**src/sv/rap_pkg.sv**
```systemverilog
`default_nettype none

package rap_pkg;

    // Frame buffer sizing
    localparam int MAX_FRAME = 16;
    localparam int CNT_W     = $clog2(MAX_FRAME + 2);
    localparam int HDR_LEN   = 6;
    localparam int HDR_IDX_W = $clog2(HDR_LEN);

    // Field widths
    localparam int KIND_W    = 5;
    localparam int DIST_W    = 25;
    localparam int ACC_W     = 24;
    localparam int LEN_W     = 5;
    localparam int TICK_W    = 17;
    localparam int TMO_W     = 16;

    localparam logic [TICK_W-1:0] TICK_MAX = '1;

    // Request kinds on the input tuser
    localparam logic [1:0] CMD_BYTE  = 2'd0;
    localparam logic [1:0] CMD_ISSUE = 2'd1;
    localparam logic [1:0] CMD_TICK  = 2'd2;

    // Answer kinds
    localparam logic [KIND_W-1:0] K_SINGLE_COARSE = 5'd0;
    localparam logic [KIND_W-1:0] K_CONT_COARSE   = 5'd2;
    localparam logic [KIND_W-1:0] K_OUT_OF_RANGE  = 5'd4;
    localparam logic [KIND_W-1:0] K_MALFORMED     = 5'd5;
    localparam logic [KIND_W-1:0] K_LASER         = 5'd6;
    localparam logic [KIND_W-1:0] K_STOP          = 5'd7;
    localparam logic [KIND_W-1:0] K_STARTUP       = 5'd8;
    localparam logic [KIND_W-1:0] K_TOP_TAIL      = 5'd9;
    localparam logic [KIND_W-1:0] K_RANGE         = 5'd10;
    localparam logic [KIND_W-1:0] K_FREQ          = 5'd11;
    localparam logic [KIND_W-1:0] K_INTERVAL      = 5'd12;
    localparam logic [KIND_W-1:0] K_RESOLUTION    = 5'd13;
    localparam logic [KIND_W-1:0] K_MACHINE_NUM   = 5'd14;
    localparam logic [KIND_W-1:0] K_DIST_REVISED  = 5'd15;
    localparam logic [KIND_W-1:0] K_SENSOR_PARAM  = 5'd16;
    localparam logic [KIND_W-1:0] K_UNRECOGNIZED  = 5'd17;
    localparam logic [KIND_W-1:0] K_CHECKSUM      = 5'd18;
    localparam logic [KIND_W-1:0] K_TIMEOUT       = 5'd19;
    localparam logic [KIND_W-1:0] K_BUSY          = 5'd20;
    localparam logic [KIND_W-1:0] K_OVERFLOW      = 5'd21;

    // Header and text bytes
    localparam logic [7:0] B_ADDR_MEAS = 8'h80;
    localparam logic [7:0] B_ADDR_CFG  = 8'hFA;
    localparam logic [7:0] B_FN_06     = 8'h06;
    localparam logic [7:0] B_FN_04     = 8'h04;
    localparam logic [7:0] B_SINGLE    = 8'h82;
    localparam logic [7:0] B_CONT      = 8'h83;
    localparam logic [7:0] B_MACHINE   = 8'h84;
    localparam logic [7:0] B_PARAM     = 8'h81;
    localparam logic [7:0] B_CHAR_E    = 8'h45;
    localparam logic [7:0] B_CHAR_R    = 8'h52;
    localparam logic [7:0] B_DIGIT_0   = 8'h30;
    localparam logic [7:0] B_DIGIT_9   = 8'h39;

    // Frame positions and lengths
    localparam int MIN_LEN    = 4;
    localparam int ERR_LEN    = 6;
    localparam int LEN_COARSE = 11;
    localparam int LEN_FINE   = 12;
    localparam int DP_INT_LO  = 3;
    localparam int DP_INT_HI  = 5;
    localparam int DP_FRAC_LO = 7;
    localparam int DP_FRAC_HI = 10;

    // Acknowledgement frames identified by their first four bytes
    typedef struct packed {
        logic [7:0]        b0;
        logic [7:0]        b1;
        logic [7:0]        b2;
        logic [7:0]        b3;
        logic [KIND_W-1:0] kind;
    } t_ack;

    localparam int ACK_N = 9;
    localparam t_ack ACK_TABLE [ACK_N] = '{
        '{8'h80, 8'h06, 8'h85, 8'h01, K_LASER},
        '{8'h80, 8'h04, 8'h82, 8'hFA, K_STOP},
        '{8'hFA, 8'h04, 8'h8D, 8'h75, K_STARTUP},
        '{8'hFA, 8'h04, 8'h88, 8'h7A, K_TOP_TAIL},
        '{8'hFA, 8'h04, 8'h89, 8'h79, K_RANGE},
        '{8'hFA, 8'h04, 8'h8A, 8'h78, K_FREQ},
        '{8'hFA, 8'h04, 8'h85, 8'h7D, K_INTERVAL},
        '{8'hFA, 8'h04, 8'h8C, 8'h76, K_RESOLUTION},
        '{8'hFA, 8'h04, 8'h8B, 8'h77, K_DIST_REVISED}
    };

    // Result of a closed frame
    typedef struct packed {
        logic              done;
        logic [KIND_W-1:0] kind;
        logic              dist_load;
        logic [DIST_W-1:0] dist_val;
        logic              dist_valid;
        logic [LEN_W-1:0]  len;
    } t_frm_res;

    // Results of the busy tracker
    typedef struct packed {
        logic busy;
        logic expired;
    } t_tmr_res;

    // Kind of a non-measurement frame; first table match wins
    function automatic logic [KIND_W-1:0] ack_kind(input logic [7:0] f0,
                                                   input logic [7:0] f1,
                                                   input logic [7:0] f2,
                                                   input logic [7:0] f3);
        logic [KIND_W-1:0] k;
        k = K_UNRECOGNIZED;
        if (f0 == B_ADDR_CFG && f1 == B_FN_06 && f2 == B_PARAM && f3 == B_ADDR_MEAS) begin
            k = K_SENSOR_PARAM;
        end
        if (f0 == B_ADDR_CFG && f1 == B_FN_06 && f2 == B_MACHINE) begin
            k = K_MACHINE_NUM;
        end
        for (int i = ACK_N - 1; i >= 0; i--) begin
            if (f0 == ACK_TABLE[i].b0 && f1 == ACK_TABLE[i].b1 &&
                f2 == ACK_TABLE[i].b2 && f3 == ACK_TABLE[i].b3) begin
                k = ACK_TABLE[i].kind;
            end
        end
        return k;
    endfunction

    function automatic logic is_digit(input logic [7:0] b);
        return (b >= B_DIGIT_0) && (b <= B_DIGIT_9);
    endfunction

endpackage

`default_nettype wire

```
**src/sv/rap_frame.sv**
```systemverilog
`default_nettype none

module rap_frame (
    input  wire logic             i_clk,
    input  wire logic             i_rst_n,
    input  wire logic             i_en,
    input  wire logic [7:0]       i_byte,
    input  wire logic             i_last,
    output rap_pkg::t_frm_res     o_res
);

    logic [rap_pkg::CNT_W-1:0] r_count;
    logic [rap_pkg::CNT_W-1:0] n_count;
    logic [7:0]                r_sum;
    logic [7:0]                r_hdr [rap_pkg::HDR_LEN];
    logic [rap_pkg::ACC_W-1:0] r_acc;
    logic [rap_pkg::ACC_W-1:0] acc_x10;
    logic                      r_dig_ok;
    logic [7:0]                f [rap_pkg::HDR_LEN];
    logic                      dig_pos;
    logic                      meas;
    logic                      is_err;
    logic                      overflow;

    // Header bytes as seen at frame end, the current byte included
    always_comb begin
        for (int i = 0; i < rap_pkg::HDR_LEN; i++) begin
            f[i] = (r_count == rap_pkg::CNT_W'(i)) ? i_byte : r_hdr[i];
        end
    end

    // Byte count after this byte; saturates one past the buffer to mark overflow
    always_comb begin
        if (r_count < rap_pkg::CNT_W'(rap_pkg::MAX_FRAME)) begin
            n_count = r_count + 1'b1;
        end else begin
            n_count = rap_pkg::CNT_W'(rap_pkg::MAX_FRAME + 1);
        end
    end

    assign dig_pos = (r_count >= rap_pkg::CNT_W'(rap_pkg::DP_INT_LO) &&
                      r_count <= rap_pkg::CNT_W'(rap_pkg::DP_INT_HI)) ||
                     (r_count >= rap_pkg::CNT_W'(rap_pkg::DP_FRAC_LO) &&
                      r_count <= rap_pkg::CNT_W'(rap_pkg::DP_FRAC_HI));

    assign acc_x10 = (r_acc << 3) + (r_acc << 1);

    assign meas = f[0] == rap_pkg::B_ADDR_MEAS && f[1] == rap_pkg::B_FN_06 &&
                  (f[2] == rap_pkg::B_SINGLE || f[2] == rap_pkg::B_CONT);
    assign is_err = n_count >= rap_pkg::CNT_W'(rap_pkg::ERR_LEN) &&
                    f[3] == rap_pkg::B_CHAR_E && f[4] == rap_pkg::B_CHAR_R &&
                    f[5] == rap_pkg::B_CHAR_R;
    assign overflow = n_count > rap_pkg::CNT_W'(rap_pkg::MAX_FRAME);

    // Frame-end classification
    always_comb begin
        o_res            = '0;
        o_res.done       = i_en && i_last;
        o_res.len        = rap_pkg::LEN_W'(n_count);
        o_res.kind       = rap_pkg::K_UNRECOGNIZED;
        if (overflow) begin
            o_res.kind = rap_pkg::K_OVERFLOW;
            o_res.len  = rap_pkg::LEN_W'(rap_pkg::MAX_FRAME);
        end else if (8'(~r_sum + 8'd1) != i_byte) begin
            o_res.kind = rap_pkg::K_CHECKSUM;
        end else if (n_count < rap_pkg::CNT_W'(rap_pkg::MIN_LEN)) begin
            o_res.kind = rap_pkg::K_UNRECOGNIZED;
        end else if (meas) begin
            if (is_err) begin
                o_res.kind      = rap_pkg::K_OUT_OF_RANGE;
                o_res.dist_load = 1'b1;
                o_res.dist_val  = '1;
            end else if (r_dig_ok && n_count == rap_pkg::CNT_W'(rap_pkg::LEN_COARSE)) begin
                o_res.kind       = (f[2] == rap_pkg::B_SINGLE) ? rap_pkg::K_SINGLE_COARSE
                                                              : rap_pkg::K_CONT_COARSE;
                o_res.dist_load  = 1'b1;
                o_res.dist_valid = 1'b1;
                o_res.dist_val   = rap_pkg::DIST_W'(acc_x10);
            end else if (r_dig_ok && n_count == rap_pkg::CNT_W'(rap_pkg::LEN_FINE)) begin
                o_res.kind       = ((f[2] == rap_pkg::B_SINGLE) ? rap_pkg::K_SINGLE_COARSE
                                                               : rap_pkg::K_CONT_COARSE)
                                   + rap_pkg::KIND_W'(1);
                o_res.dist_load  = 1'b1;
                o_res.dist_valid = 1'b1;
                o_res.dist_val   = rap_pkg::DIST_W'(r_acc);
            end else begin
                o_res.kind = rap_pkg::K_MALFORMED;
            end
        end else begin
            o_res.kind = rap_pkg::ack_kind(f[0], f[1], f[2], f[3]);
        end
    end

    // Header store, no reset needed
    always_ff @(posedge i_clk) begin
        if (i_en && r_count < rap_pkg::CNT_W'(rap_pkg::HDR_LEN)) begin
            r_hdr[r_count[rap_pkg::HDR_IDX_W-1:0]] <= i_byte;
        end
    end

    // Count, running sum and digit accumulator
    always_ff @(posedge i_clk) begin
        if (!i_rst_n) begin
            r_count  <= '0;
            r_sum    <= '0;
            r_acc    <= '0;
            r_dig_ok <= 1'b1;
        end else if (i_en) begin
            if (i_last) begin
                r_count  <= '0;
                r_sum    <= '0;
                r_acc    <= '0;
                r_dig_ok <= 1'b1;
            end else begin
                r_count <= n_count;
                r_sum   <= r_sum + i_byte;
                if (dig_pos) begin
                    r_acc    <= acc_x10 + rap_pkg::ACC_W'(i_byte[3:0]);
                    r_dig_ok <= r_dig_ok && rap_pkg::is_digit(i_byte);
                end
            end
        end
    end

endmodule

`default_nettype wire

```
**src/sv/rap_timer.sv**
```systemverilog
`default_nettype none

module rap_timer (
    input  wire logic                     i_clk,
    input  wire logic                     i_rst_n,
    input  wire logic                     i_issue,
    input  wire logic                     i_tick,
    input  wire logic                     i_frame_end,
    input  wire logic [rap_pkg::TMO_W-1:0] i_timeout,
    output rap_pkg::t_tmr_res             o_res
);

    logic                       r_wait;
    logic [rap_pkg::TICK_W-1:0] r_ticks;
    logic [rap_pkg::TICK_W-1:0] n_ticks;

    // Saturating tick count, compared against twice the timeout
    assign n_ticks = (r_ticks == rap_pkg::TICK_MAX) ? r_ticks : r_ticks + 1'b1;

    assign o_res = '{busy:    i_issue && r_wait,
                     expired: i_tick && r_wait && (n_ticks > {i_timeout, 1'b0})};

    always_ff @(posedge i_clk) begin
        if (!i_rst_n) begin
            r_wait  <= 1'b0;
            r_ticks <= '0;
        end else begin
            if (i_issue && !r_wait) begin
                r_wait  <= 1'b1;
                r_ticks <= '0;
            end
            if (i_tick && r_wait) begin
                r_ticks <= n_ticks;
                if (o_res.expired) begin
                    r_wait <= 1'b0;
                end
            end
            if (i_frame_end) begin
                r_wait <= 1'b0;
            end
        end
    end

endmodule

`default_nettype wire

```
**src/sv/rangefinder_answer_parser.sv**
```systemverilog
// A request passes through the input register and then the result register on its way to the master side.
// Throughput: one request per cycle; the input register and result register
// each advance whenever the result register is empty or being taken.
// Reset (i_rst_n, synchronous, active low) empties both registers, the frame
// count, sum and busy flag, clears the stored distance and sets the timeout to 1000.
`default_nettype none

module rangefinder_answer_parser (
    input  wire logic        i_clk,
    input  wire logic        i_rst_n,
    // Request stream
    input  wire logic        i_s_axis_tvalid,
    output logic             o_s_axis_tready,
    input  wire logic [7:0]  i_s_axis_tdata,   // [7:0] rx_byte
    input  wire logic        i_s_axis_tlast,   // frame_end
    input  wire logic [1:0]  i_s_axis_tuser,   // [1:0] command
    // Result stream
    output logic             o_m_axis_tvalid,
    input  wire logic        i_m_axis_tready,
    output logic [31:0]      o_m_axis_tdata,   // [24:0] distance, [29:25] frame_length
    output logic [5:0]       o_m_axis_tuser,   // [4:0] answer_kind, [5] distance_valid
    // Configuration
    input  wire logic        psel,
    input  wire logic        penable,
    input  wire logic        pwrite,
    input  wire logic [2:0]  paddr,
    input  wire logic [31:0] pwdata,
    output logic [31:0]      prdata,
    output logic             pready
);

    localparam logic [rap_pkg::TMO_W-1:0] TMO_RESET = 16'd1000;

    logic                               r_in_vld;
    logic [1:0]                         r_in_cmd;
    logic [7:0]                         r_in_byte;
    logic                               r_in_last;
    logic                               r_out_vld;
    logic [rap_pkg::KIND_W-1:0]         r_out_kind;
    logic [rap_pkg::DIST_W-1:0]         r_out_dist;
    logic                               r_out_dv;
    logic [rap_pkg::LEN_W-1:0]          r_out_len;
    logic [rap_pkg::DIST_W-1:0]         r_distance;
    logic [rap_pkg::DIST_W-1:0]         n_distance;
    logic [rap_pkg::TMO_W-1:0]          r_timeout;
    logic                               advance;
    logic                               en_byte;
    logic                               en_issue;
    logic                               en_tick;
    logic                               res_vld;
    logic [rap_pkg::KIND_W-1:0]         res_kind;
    logic [rap_pkg::LEN_W-1:0]          res_len;
    rap_pkg::t_frm_res                  frm_res;
    rap_pkg::t_tmr_res                  tmr_res;

    // Handshake
    assign advance         = r_in_vld && (!r_out_vld || i_m_axis_tready);
    assign o_s_axis_tready = !r_in_vld || advance;

    always_comb begin
        en_byte  = 1'b0;
        en_issue = 1'b0;
        en_tick  = 1'b0;
        case (r_in_cmd)
            rap_pkg::CMD_BYTE:  en_byte  = advance;
            rap_pkg::CMD_ISSUE: en_issue = advance;
            rap_pkg::CMD_TICK:  en_tick  = advance;
            default: ;
        endcase
    end

    rap_frame u_frame (
        .i_clk   (i_clk),
        .i_rst_n (i_rst_n),
        .i_en    (en_byte),
        .i_byte  (r_in_byte),
        .i_last  (r_in_last),
        .o_res   (frm_res)
    );

    rap_timer u_timer (
        .i_clk       (i_clk),
        .i_rst_n     (i_rst_n),
        .i_issue     (en_issue),
        .i_tick      (en_tick),
        .i_frame_end (frm_res.done),
        .i_timeout   (r_timeout),
        .o_res       (tmr_res)
    );

    // Merge the one result this request may give
    always_comb begin
        res_vld    = frm_res.done || tmr_res.busy || tmr_res.expired;
        res_kind   = frm_res.kind;
        res_len    = frm_res.len;
        n_distance = r_distance;
        if (tmr_res.busy) begin
            res_kind = rap_pkg::K_BUSY;
            res_len  = '0;
        end else if (tmr_res.expired) begin
            res_kind = rap_pkg::K_TIMEOUT;
            res_len  = '0;
        end
        if (frm_res.done && frm_res.dist_load) begin
            n_distance = frm_res.dist_val;
        end
    end

    // Input register
    always_ff @(posedge i_clk) begin
        if (!i_rst_n) begin
            r_in_vld <= 1'b0;
        end else if (i_s_axis_tvalid && o_s_axis_tready) begin
            r_in_vld <= 1'b1;
        end else if (advance) begin
            r_in_vld <= 1'b0;
        end
    end

    always_ff @(posedge i_clk) begin
        if (i_s_axis_tvalid && o_s_axis_tready) begin
            r_in_cmd  <= i_s_axis_tuser;
            r_in_byte <= i_s_axis_tdata;
            r_in_last <= i_s_axis_tlast;
        end
    end

    // Result register and stored distance
    always_ff @(posedge i_clk) begin
        if (!i_rst_n) begin
            r_out_vld  <= 1'b0;
            r_distance <= '0;
        end else if (advance) begin
            r_out_vld  <= res_vld;
            r_distance <= n_distance;
        end else if (i_m_axis_tready) begin
            r_out_vld <= 1'b0;
        end
    end

    always_ff @(posedge i_clk) begin
        if (advance) begin
            r_out_kind <= res_kind;
            r_out_dist <= n_distance;
            r_out_dv   <= frm_res.done && frm_res.dist_valid;
            r_out_len  <= res_len;
        end
    end

    assign o_m_axis_tvalid = r_out_vld;
    assign o_m_axis_tdata  = {2'b00, r_out_len, r_out_dist};
    assign o_m_axis_tuser  = {r_out_dv, r_out_kind};

    // Timeout register
    always_ff @(posedge i_clk) begin
        if (!i_rst_n) begin
            r_timeout <= TMO_RESET;
        end else if (psel && penable && pwrite && pready && !paddr[2]) begin
            r_timeout <= pwdata[rap_pkg::TMO_W-1:0];
        end
    end

    assign pready = 1'b1;
    assign prdata = paddr[2] ? 32'd0 : {16'd0, r_timeout};

endmodule

`default_nettype wire
```
**config.mk**
```make
export PLATFORM = sky130hd
export DESIGN_NAME = rangefinder_answer_parser
export DESIGN_NICKNAME = d
export VERILOG_FILES = /design/src/sv/rap_pkg.sv /design/src/sv/rap_frame.sv /design/src/sv/rap_timer.sv /design/src/sv/rangefinder_answer_parser.sv
export SDC_FILE = /design/constraint.sdc
export NUM_CORES = 1
export LEC_CHECK = 0
export ABC_CLOCK_PERIOD_IN_PS = 9500
export BUFFER_PORTS_ARGS = -buffer_cell sky130_fd_sc_hd__buf_2
export CELL_PAD_IN_SITES_DETAIL_PLACEMENT = 1
export CELL_PAD_IN_SITES_GLOBAL_PLACEMENT = 1
export CORE_AREA = 2 2 158 160
export CTS_CLUSTER_SIZE = 10
export DETAILED_ROUTE_END_ITERATION = 10
export DIE_AREA = 0 0 160 162
export PLACE_DENSITY_LB_ADDON = 0.1
export SETUP_SLACK_MARGIN = 0.15
export SYNTH_ARGS = -nofsm -noshare
export SYNTH_HDL_FRONTEND = slang
export SYNTH_HIERARCHICAL = 1
export SYNTH_SLANG_ARGS = --single-unit
```
**constraint.sdc**
```tcl
create_clock -name i_clk -period 9.5 [get_ports i_clk]
set_input_delay 0.475 -clock i_clk [delete_from_list [all_inputs] [get_ports i_clk]]
set_output_delay 0.475 -clock i_clk [all_outputs]
set_load 0.01 [all_outputs]
```
==> results.ini, run 1 <==
[status]
status=finished, final reports clean

[sta]
relSlewSlack_pct=21.95
worst_pin_slew_ns=1.162
worst_slack_ns=4.283
rsz0062_at_grt=false
slew_viol_final=0
hold_violations=0
fmax_mhz=191.7
period_share_pct=54.92
finalSetupTns_ns=0
fin_crit_ns=5.217
fin_skew_ns=0.01573
finalSetupViolCount=0

[clocking]
clock_tree.buffer_depth=2
cts_hold_buf=0
cts.sinks=194
root_buffer=clkbuf_16
cts_setup_buffers=0
cts_resized=0
cts-buffers-inserted=17
clkTransAtPathRegs_ns=0.09
clock_latency_ns=0.44
htreeDepth=4
cts_tree=yes

[drt]
via_count=9845
first_pass_iters=5
ant_nets=0
drc=0
avgRoutedWirePerCell_um=19.78
avgViaCountPerCell=5.885
routed_wl_um=33100
drt_iter0_drc=505

[synthesis]
yosys.area.top_type=edfxtp_1
netlist.area_leader.share_pct=23.90
syn-cell-area_um2=11940
yosysWarnings=6
ys_ff_latch=194
synth_edf_count=95
netlist_top_cells_area=edfxtp_1 24%, dfxtp_1 17%, ha_1 5.5%
ys_seq_area_share_pct=40.51
postSynthAreaPerCell_um2=9.324
yosysUniqueCellTypes=91
ys.flop_type=dfxtp_1
syn_inst=1280
async_reset_ff_share_pct=0

[critical_path]
slowest_stage=or3_1
path_delay_family=simple AND/OR/NAND/NOR gates
crit_start=u_frame/r_count[1]$_SDFFE_PN0P_
cpPeakStageDelay_ns=0.81
crit_chain=inv_1 -> ha_1 -> nor4b_1 -> and4_1 -> nor2_1 -> nor3_1 -> nand3_1 -> or3_1 -> a21oi_1 -> nand2_2 -> nor3b_4 -> buf_4 -> mux2i_1
criticalPathCategory=reg2reg
worst-path-buf-inv=2
arrival_ns=5.56
crit_path_end_kind=register
r2r-start=u_frame/r_count[1]$_SDFFE_PN0P_
critPathRequiredTime_ns=9.84
cp-start-kind=register
path_max_fanout=27

[global_routing]
antenna_found_initial=2
busiest_layer=met2
grt_pass1_vias=10200
track_usage_pct=25.88
met1_usage_pct=31.79
globalRouteOverflowTotal=0
met3_usage_pct=2.835
grt_pass1_wl_um=53890
grt_max_degree=69
global_route.usage.met2_pct=47.40

[die]
coreArea_um2=24110
dieArea_um2=25920
ios=126
dieHeight_um=162
initial_core_util_pct=49.51
rows=57
die-width_um=160

[min_path]
hold_class=in2reg
worstHoldStart=i_s_axis_tdata[2]

[power]
leakage_nw=5.000
irDropWorstVdd_v=0.00008608
p_total_mw=1.741
p_per_area_nw_per_um2=132.5

[placed_design]
pre_cts_slack_ns=4.337
port_buffers=88
place_congestion=0.8542
placedCellCount=1639
dp.final_hpwl_um=23600

[job]
cap_violations=0

[final_layout]
fin_util_pct=54.50
area_delta_synth_final_pct=10.06
fin_nets=1442
instances_no_fill=1673
fillCellCount=2827
drive_gt1_share_pct=14.40

[cell type report]
class,instances,area [um2],share of cell area [%]
clock inverter,15,196.4,1.495
antenna,2,5.005,0.03810
tap,324,405.4,3.086
inverter,43,161.4,1.229
clock buffer,17,425.4,3.238
sequential,194,4835,36.80
timing repair buffer,101,540.5,4.115
multi-input combinational,977,6568,50.00
[placed cells by master, fill, tap and decap left out, types with 15 or more instances in the layout]
cell / n
nor2b_1: 42
mux2i_1: 37
ha_1: 52
a22oi_1: 28
inv_1: 42
xnor2_1: 43
o21ai_0: 31
nand2_1: 164
conb_1: 19
nor3_1: 34
mux2_2: 28
nand3_1: 43
xor2_1: 22
nand2b_1: 15
buf_2: 87
a31oi_1: 24
edfxtp_1: 95
dfxtp_1: 99
and2_1: 27
a21oi_1: 71
nor2_1: 55
clkbuf_16: 17
[final timing paths]
check                           endpoint  slack [ns]  depth (start not counted)
max           r_distance[4]$_SDFFE_PN0P_        4.28                         13
min               r_in_byte[2]$_DFFE_PP_        0.21                          1
max reg2reg   r_distance[4]$_SDFFE_PN0P_        4.28                         13
min reg2reg  r_distance[20]$_SDFFE_PN0P_        0.46                          2
[metrics by stage]
step / instance area, um2 / hold slack (ns)
2_1_floorplan: 12000 / 0.4249
3_3_place_gp: 12510 / 0.4385
3_5_place_dp: 12510 / 0.4501
4_1_cts: 13130 / 0.1866
5_1_grt: 13140 / 0.1905
6_report: 13140 / 0.2081
[layer usage]
layer	wire (um)	part of all wire, %
met5	0	0
met4	751	2.3
met3	735	2.2
met2	17250	52
met1	14370	43
[synth_stat cells, drive strengths merged (9+ instances only)]
cell type	number
a211oi	10
a21boi	15
a21o	12
a21oi	71
a22oi	28
a31oi	26
and2	29
and3	14
and4	9
buf	44
clkbuf	39
dfxtp	99
edfxtp	95
ha	52
inv	43
mux2	29
mux2i	37
nand2	165
nand2b	15
nand3	43
nand4	15
nor2	55
nor2b	43
nor3	36
nor3b	9
nor4	16
nor4b	10
o21ai	41
o22ai	10
or3	13
xnor2	43
xor2	22
[registers in the layout, summed over array words and instances (netlist names), 2 cells and up]
| name | count |
|---|---|
| r_timeout | 16 |
| r_in_byte | 8 |
| u_frame/r_acc | 24 |
| r_out_len | 5 |
| u_frame/r_hdr | 48 |
| r_distance | 25 |
| r_in_cmd | 2 |
| u_frame/r_sum | 8 |
| u_frame/r_count | 5 |
| r_out_dist | 25 |
| u_timer/r_ticks | 17 |
| r_out_kind | 5 |
[power by group]
group / internal [mW] / switching, mW
logic: 0.0306 / 0.0531
clock network: 0.365 / 0.390
registers: 0.886 / 0.0155
[cells by family (layout without fill, tap and decap cells)]
logic type	Yosys count	after routing	share of synthesized area [%]
simple gates	504	504	22.76
compound gates	268	268	14.83
flops	194	194	40.51
buf+inv	126	176	5.242
mux	66	66	5.871
xor+xnor	65	65	4.770
fa+ha+maj	55	55	5.954
other cells	2	21	0.06292
No activity file was read; power rests on OpenSTA's default activity.
==> run 2: changes to the inputs <==
ABC_CLOCK_PERIOD_IN_PS = 4900   (was 9500)
CORE_AREA = 2 2 165 167   (was 2 2 158 160)
DIE_AREA = 0 0 167 169   (was 0 0 160 162)
clock period = 4.9 ns   (was 9.5 ns; I/O delays follow)
==> run 2 against run 1 <==
- sequential share of layout area down 0.62 points
- non-clock buffer count up 20
- worst hold slack worse by 0.18 ns
- largest power group unchanged
- largest cell class unchanged
- maximum frequency up 22%
- die area up 8.9%
- register-to-register slack worse by 3.7 ns
- first-iteration DRC count up 2.0%
- critical path depth down 1
- clock power up 100%
==> results.ini, run 2 (synthesis gave the netlist of run 1 again) <==
[status]
status=finished, final reports clean

[clocking]
cts-buffers-inserted=17  ; unchanged
root_buffer=clkbuf_16
cts.sinks=194  ; unchanged
clkTransAtPathRegs_ns=0.09  ; about the same
cts_resized=0  ; unchanged
clock_latency_ns=0.45  ; about the same
cts_tree=yes
clock_tree.buffer_depth=2  ; unchanged
htreeDepth=4  ; unchanged

[power]
p_total_mw=3.450  ; +98%
irDropWorstVdd_v=0.0001894  ; +120%
p_int_mw=2.516  ; +96%
pwr-share-clk_pct=44.3  ; +0.9 points
power_switching_mw=0.9339  ; +100%
leakage_nw=5.102  ; +2.0%
power.sequential.fraction_pct=50.5  ; -1.3 points
switching_share_pct=27.07  ; +0.70 points
p_per_area_nw_per_um2=258.2  ; +95%
p_comb_share_pct=5.3  ; +0.5 points

[global_routing]
globalRouteOverflowTotal=0  ; unchanged
grt_pass1_wl_um=53590  ; -0.56%
track_usage_pct=23.58  ; -2.3 points
grt_pass1_vias=10050  ; -1.5%
antenna_found_initial=0  ; -2
grt_max_degree=61  ; -12%

[final_layout]
layout_common_cells=164 x nand2_1, 99 x dfxtp_1, 95 x edfxtp_1
fin_nets=1462  ; +1.4%
regArea_um2=4835  ; unchanged
area_delta_synth_final_pct=11.95
multi_input_area_um2=6570  ; about the same
diodes=0  ; -2
instances_no_fill=1708  ; +2.1%
final_common_cell=nand2_1
largest_reg_flops=48  ; unchanged
drive_gt1_share_pct=14.92  ; +0.52 points
fillCellCount=3066  ; +8.5%

[sta]
finalSetupViolCount=0  ; unchanged
hold_violations=0  ; unchanged
slew_viol_final=0  ; unchanged
fin_skew_ns=0.02094  ; +0.005210 ns
rsz0062_at_grt=false
period_share_pct=87.09  ; +32 points
fin_crit_ns=4.267  ; -0.9498 ns
worst_pin_slew_ns=1.172  ; +0.01012 ns
worst_slack_ns=0.6325  ; -3.650 ns
relSlewSlack_pct=21.27  ; -0.68 points
finalSetupTns_ns=0  ; unchanged
fmax_mhz=234.3  ; +22%

[die]
die-width_um=167  ; +4.4%
dieArea_um2=28220  ; +8.9%
coreArea_um2=26500  ; +9.9%
rows=60  ; +5.3%
dieHeight_um=169  ; +4.3%
initial_core_util_pct=45.04  ; -4.5 points
ios=126  ; unchanged

[critical_path]
critPathRequiredTime_ns=5.09  ; -4.75 ns
criticalPathCategory=reg2reg
rrSetupSlack_ns=0.63  ; -3.65 ns
path_max_fanout=9  ; -67%
arrival_ns=4.46  ; -1.10 ns
crit_path_end_kind=register
cp-start-kind=register

[drt]
avgRoutedWirePerCell_um=19.47  ; -1.6%
routed_wl_um=33260  ; +0.50%
via_count=9861  ; +0.16%
drt_iter0_drc=515  ; +2.0%
avgViaCountPerCell=5.773  ; -1.9%
first_pass_iters=8  ; +3
drc=0  ; unchanged
ant_nets=0  ; unchanged

[placed_design]
dp.final_hpwl_um=24040  ; +1.9%
pre_cts_slack_ns=0.6984  ; -3.639 ns
port_buffers=88  ; unchanged
place_congestion=0.8547  ; about the same
placedCellCount=1665  ; +1.6%

[job]
cap_violations=0  ; unchanged

[min_path]
hold_class=in2reg

## run 2: cell types whose count changed in the layout (fill, tap and decap cells not counted), sizes merged
| cell | before | now |
|---|---|---|
| clkinv | 6 | 4 |
| buf | 101 | 110 |
| diode | 2 | 0 |
| inv | 52 | 54 |
| dlygate4sd3 | 0 | 11 |
## run 2: metal layers
layer / share of wire (%) / track usage, % / routed length [um]
met4: 1.6 / 6.297 / 516
met5: 0 / 0 / 0
met3: 2.4 / 3.040 / 805
met1: 45 / 30.00 / 15050
met2: 51 / 42.21 / 16890
## run 2: what timing repair did
| item | 4_1_cts | 5_1_grt |
|---|---|---|
| hold endpoints to repair | 11 | 0 |
| hold buffers | 11 | 0 |
| setup buffers | 0 | 0 |
## run 2: power groups by stage
| stage | Sequential (mW) | Clock [mW] | Combinational [mW] |
|---|---|---|---|
| 3_5_place_dp | 1.78 | 0 | 0.174 |
| 2_1_floorplan | 1.77 | 0 | 0.119 |
| 4_1_cts | 1.74 | 1.56 | 0.183 |
| 6_report | 1.74 | 1.53 | 0.181 |
| 3_3_place_gp | 1.78 | 0 | 0.168 |
| 5_1_grt | 1.74 | 1.62 | 0.200 |
## run 2: cell type report
| class | instances | share of cell area, % |
|---|---|---|
| Multi-Input combinational cell | 977 | 49.17 |
| Inverter | 43 | 1.208 |
| Clock inverter | 15 | 1.686 |
| Clock buffer | 17 | 3.184 |
| Timing Repair Buffer | 121 | 5.375 |
| Tap cell | 341 | 3.193 |
| Sequential cell | 194 | 36.18 |
## run 2: path summary, 6_finish.rpt
kind,startpoint,end,cells after the start
max,u_timer/r_ticks[0]$_SDFFE_PN0P_,r_out_kind[3]$_SDFFCE_PP0P_,12
min reg2reg,r_distance[12]$_SDFFE_PN0P_,r_distance[12]$_SDFFE_PN0P_,2
max reg2reg,u_timer/r_ticks[0]$_SDFFE_PN0P_,r_out_kind[3]$_SDFFCE_PP0P_,12
min,pwdata[6],r_timeout[6]$_SDFFE_PN1P_,3
## run 2: stage by stage
stage | util [%] | cell area [um2] | hold WS (ns)
finish | 50.42 | 13360 | 0.02706
global route | 50.42 | 13360 | 0.02367
CTS | 50.42 | 13360 | 0.007008
detailed placement | 47.55 | 12600 | 0.4234
global placement | 47.55 | 12600 | 0.4211
floorplan | - | 12000 | 0.3439
## run 2: worst max-delay path, stage by stage, from the launching register on
cell and delay [ns]:
dfxtp_1 0.52, ha_1 0.32, nand3_1 0.21, nor3_1 0.54
nand3_1 0.22, xnor2_1 0.20, ha_1 0.33, nand4_1 0.13
a2111oi_0 0.40, o31ai_1 0.16, a211oi_2 0.57, nor2_1 0.20
and2_1 0.21
==> run 3: changes to the inputs <==
ABC_AREA = 1   (was unset)
ABC_CLOCK_PERIOD_IN_PS = 5400   (was 4900)
CORE_AREA = 2 2 170 172   (was 2 2 165 167)
DIE_AREA = 0 0 172 174   (was 0 0 167 169)
clock period = 5.4 ns   (was 4.9 ns; I/O delays follow)
==> run 3 against run 2 <==
- clock power is 14% lower
- sequential cell count stayed put
- die area rose by 6.0%
- total power is 8.2% lower
- critical path depth up 9
- cell count up 40%
- worst hold slack got worse by 0.0013 ns
- first-iteration DRC count rose by 11%
- via count grew 25%
- global-route usage is 3.4 points higher
- sequential share of layout area fell by 2.6 points
- critical endpoint is now r_distance[15]$_SDFFE_PN0P_
==> results.ini, run 3 <==
[drt]
ant_nets=0  ; unchanged
avgRoutedWirePerCell_um=16.42  ; -16%
avgViaCountPerCell=5.184  ; -10%
via_count=12360  ; +25%
routed_wl_um=39140  ; +18%
drt_iter0_drc=570  ; +11%
drc=0  ; unchanged
first_pass_iters=4  ; -4

[critical_path]
criticalPathCategory=reg2reg
critPathRequiredTime_ns=5.75  ; +0.66 ns
cp-start-kind=register
crit_start=u_frame/r_count[0]$_SDFFE_PN0P_
r2r_cells=21  ; +9
rrSetupSlack_ns=1.05  ; +0.42 ns
r2r-start=u_frame/r_count[0]$_SDFFE_PN0P_
endpoint=r_distance[15]$_SDFFE_PN0P_
arrival_ns=4.70  ; +0.24 ns
path_max_fanout=26  ; +17
worst_r2r_endpoint=r_distance[15]$_SDFFE_PN0P_
crit_path_end_kind=register

[clocking]
cts_tree=yes
cts.sinks=194  ; unchanged
clkTransAtPathRegs_ns=0.08  ; about the same
cts-buffers-inserted=17  ; unchanged
htreeDepth=4  ; unchanged
cts_setup_buffers=0  ; unchanged
clock_tree.buffer_depth=2  ; unchanged
root_buffer=clkbuf_16
clock_latency_ns=0.47  ; +0.02 ns
cts_resized=0  ; unchanged

[sta]
fmax_mhz=230.0  ; -1.8%
rsz0062_at_grt=false
hold_violations=0  ; unchanged
slew_viol_final=0  ; unchanged
fin_crit_ns=4.347  ; +0.07970 ns
finalSetupViolCount=0  ; unchanged
relSlewSlack_pct=19.33  ; -1.9 points
period_share_pct=80.50  ; -6.6 points
worst_pin_slew_ns=1.210  ; +0.03791 ns
finalSetupTns_ns=0  ; unchanged
fin_skew_ns=0.01616  ; -0.004781 ns

[placed_design]
dp.final_hpwl_um=29700  ; +24%
port_buffers=88  ; unchanged
place_congestion=0.8681  ; +1.6%

[final_layout]
fin_util_pct=50.92  ; +0.50 points
fin_nets=2094  ; +43%
fillCellCount=3834  ; +25%
layout_common_cells=560 x nand2_1, 263 x inv_1, 243 x nor2_1
area_delta_synth_final_pct=10.12
final_common_cell=nand2_1
drive_gt1_share_pct=10.76  ; -4.2 points
largest_reg_flops=48  ; unchanged

[synthesis]
yosysWarnings=6  ; unchanged
ys_ff_latch=194  ; unchanged
synth_common_cells=560 x nand2_1, 263 x inv_1, 243 x nor2_1
yosys.cell_count.top_type=nand2_1
syn-cell-area_um2=13060  ; +9.4%
async_reset_ff_share_pct=0  ; unchanged
ys.flop_type=dfxtp_1
yosys.area.top_type=edfxtp_1
netlist_top_cells_area=edfxtp_1 22%, nand2_1 16%, dfxtp_1 15%
synth_edf_count=95  ; unchanged
postSynthAreaPerCell_um2=6.864  ; -26%
syn_inst=1902  ; +49%
ys_seq_area_share_pct=37.03  ; -3.5 points
yosysUniqueCellTypes=55  ; -40%
netlist.area_leader.share_pct=21.85  ; -2.1 points

[die]
ios=126  ; unchanged
rows=62  ; +3.3%
dieHeight_um=174  ; +3.0%
dieArea_um2=29930  ; +6.0%
initial_core_util_pct=46.24  ; +1.2 points
coreArea_um2=28240  ; +6.6%
die-width_um=172  ; +3.0%

[status]
status=finished, final reports clean

[global_routing]
track_usage_pct=26.94  ; +3.4 points
antenna_found_initial=1  ; +1
grt_max_degree=55  ; -9.8%
globalRouteOverflowTotal=0  ; unchanged
grt_pass1_vias=12950  ; +29%
grt_pass1_wl_um=64060  ; +20%

[power]
leakage_nw=6.906  ; +35%
p_total_mw=3.166  ; -8.2%
p_per_area_nw_per_um2=220.2  ; -15%
irDropWorstVdd_v=0.0002088  ; +10%

[job]
cap_violations=0  ; unchanged

[min_path]
hold_class=in2reg

-- run 3: changes by cell type after synthesis, moves of 27 or more --
cell | previous run | this run
mux2i_1 | 37 | 0
xnor2_1 | 43 | 9
nor2b_1 | 42 | 0
a22oi_1 | 28 | 1
nand3_1 | 43 | 152
nor2_1 | 55 | 243
nand2_1 | 164 | 560
inv_1 | 42 | 263
a21oi_1 | 71 | 98
mux2_2 | 28 | 0
-- run 3: cell families after synthesis --
group	count (synthesis)	synth area share [%]
other	2	0.05752
AO/OA/AOI/OAI	186	7.762
adder cells (fa/ha/maj)	55	5.443
XOR/XNOR	25	1.677
flip-flops	194	37.03
AND/OR/NAND/NOR	1090	36.11
buffers and inverters	350	11.92
-- run 3: layout make-up --
class	instances	area, um2	area share [%]
antenna	1	2.502	0.01740
inverter	285	1072	7.458
multi-input combinational	1375	6733	46.83
tap	384	480.5	3.342
sequential	194	4835	33.63
clock inverter	15	173.9	1.210
clock buffer	17	425.4	2.959
timing repair buffer	113	655.6	4.560
-- run 3: timing repair --
item                       in CTS  in global routing
hold endpoints to repair       11                  0
setup endpoints to repair       0                  0
hold buffers                   11                  0
-- run 3: how the worst min path moves through the flow --
stage	startpoint	to	slack, ns	depth (start not counted)
finish	pwdata[3]	r_timeout[3]$_SDFFE_PN1P_	0.03	3
global route	pwdata[5]	r_timeout[5]$_SDFFE_PN1P_	0.03	3
floorplan	i_s_axis_tdata[0]	r_in_byte[0]$_DFFE_PP_	0.37	0
global placement	i_s_axis_tdata[0]	r_in_byte[0]$_DFFE_PP_	0.45	1
detailed placement	i_s_axis_tlast	r_in_last$_DFFE_PP_	0.45	1
CTS	pwdata[3]	r_timeout[3]$_SDFFE_PN1P_	0.01	3
-- run 3: power breakdown --
part / leakage (nW) / total, mW / switching [mW] / internal, mW
logic: 4.93 / 0.241 / 0.161 / 0.0796
registers: 1.68 / 1.62 / 0.0311 / 1.58
clock network: 0.292 / 1.31 / 0.681 / 0.630
total: 6.91 / 3.17 / 0.873 / 2.29
-- run 3: critical path: stages, from the launching register on --
cell     delay [ns]
dfxtp_1        0.40
inv_2          0.18
ha_1           0.17
inv_1          0.07
nor2_4         0.26
inv_2          0.09
nand2_1        0.07
o21ai_1        0.09
a21oi_1        0.15
nand4_1        0.22
nor2_1         0.22
nand2_1        0.11
inv_2          0.09
nand2_2        0.13
inv_2          0.30
nand2_1        0.22
nand2_1        0.75
nand2_8        0.28
nand2_1        0.14
nand2_1        0.09
nor2_1         0.12
nor2_1         0.08
-- run 3: per-stage QoR --
step                setup WS, ns  instance area (um2)  hold WS, ns  cells
floorplan                  2.564                13120       0.3689   1919
global route              0.6181                14380      0.02939   2384
finish                     1.053                14380      0.02579   2384
global placement           1.417                13670       0.4472   2340
detailed placement         1.180                13670       0.4492   2340
CTS                        1.116                14380      0.01108   2383
-- run 3: routing by layer --
layer / track usage, % / vias up / wire (um)
met1: 31.48 / 5974 / 16930
met2: 49.82 / 122 / 20450
met4: 8.718 / 0 / 920
met3: 4.144 / 61 / 839
met5: 0 / - / 0
li1: - / 6202 / -
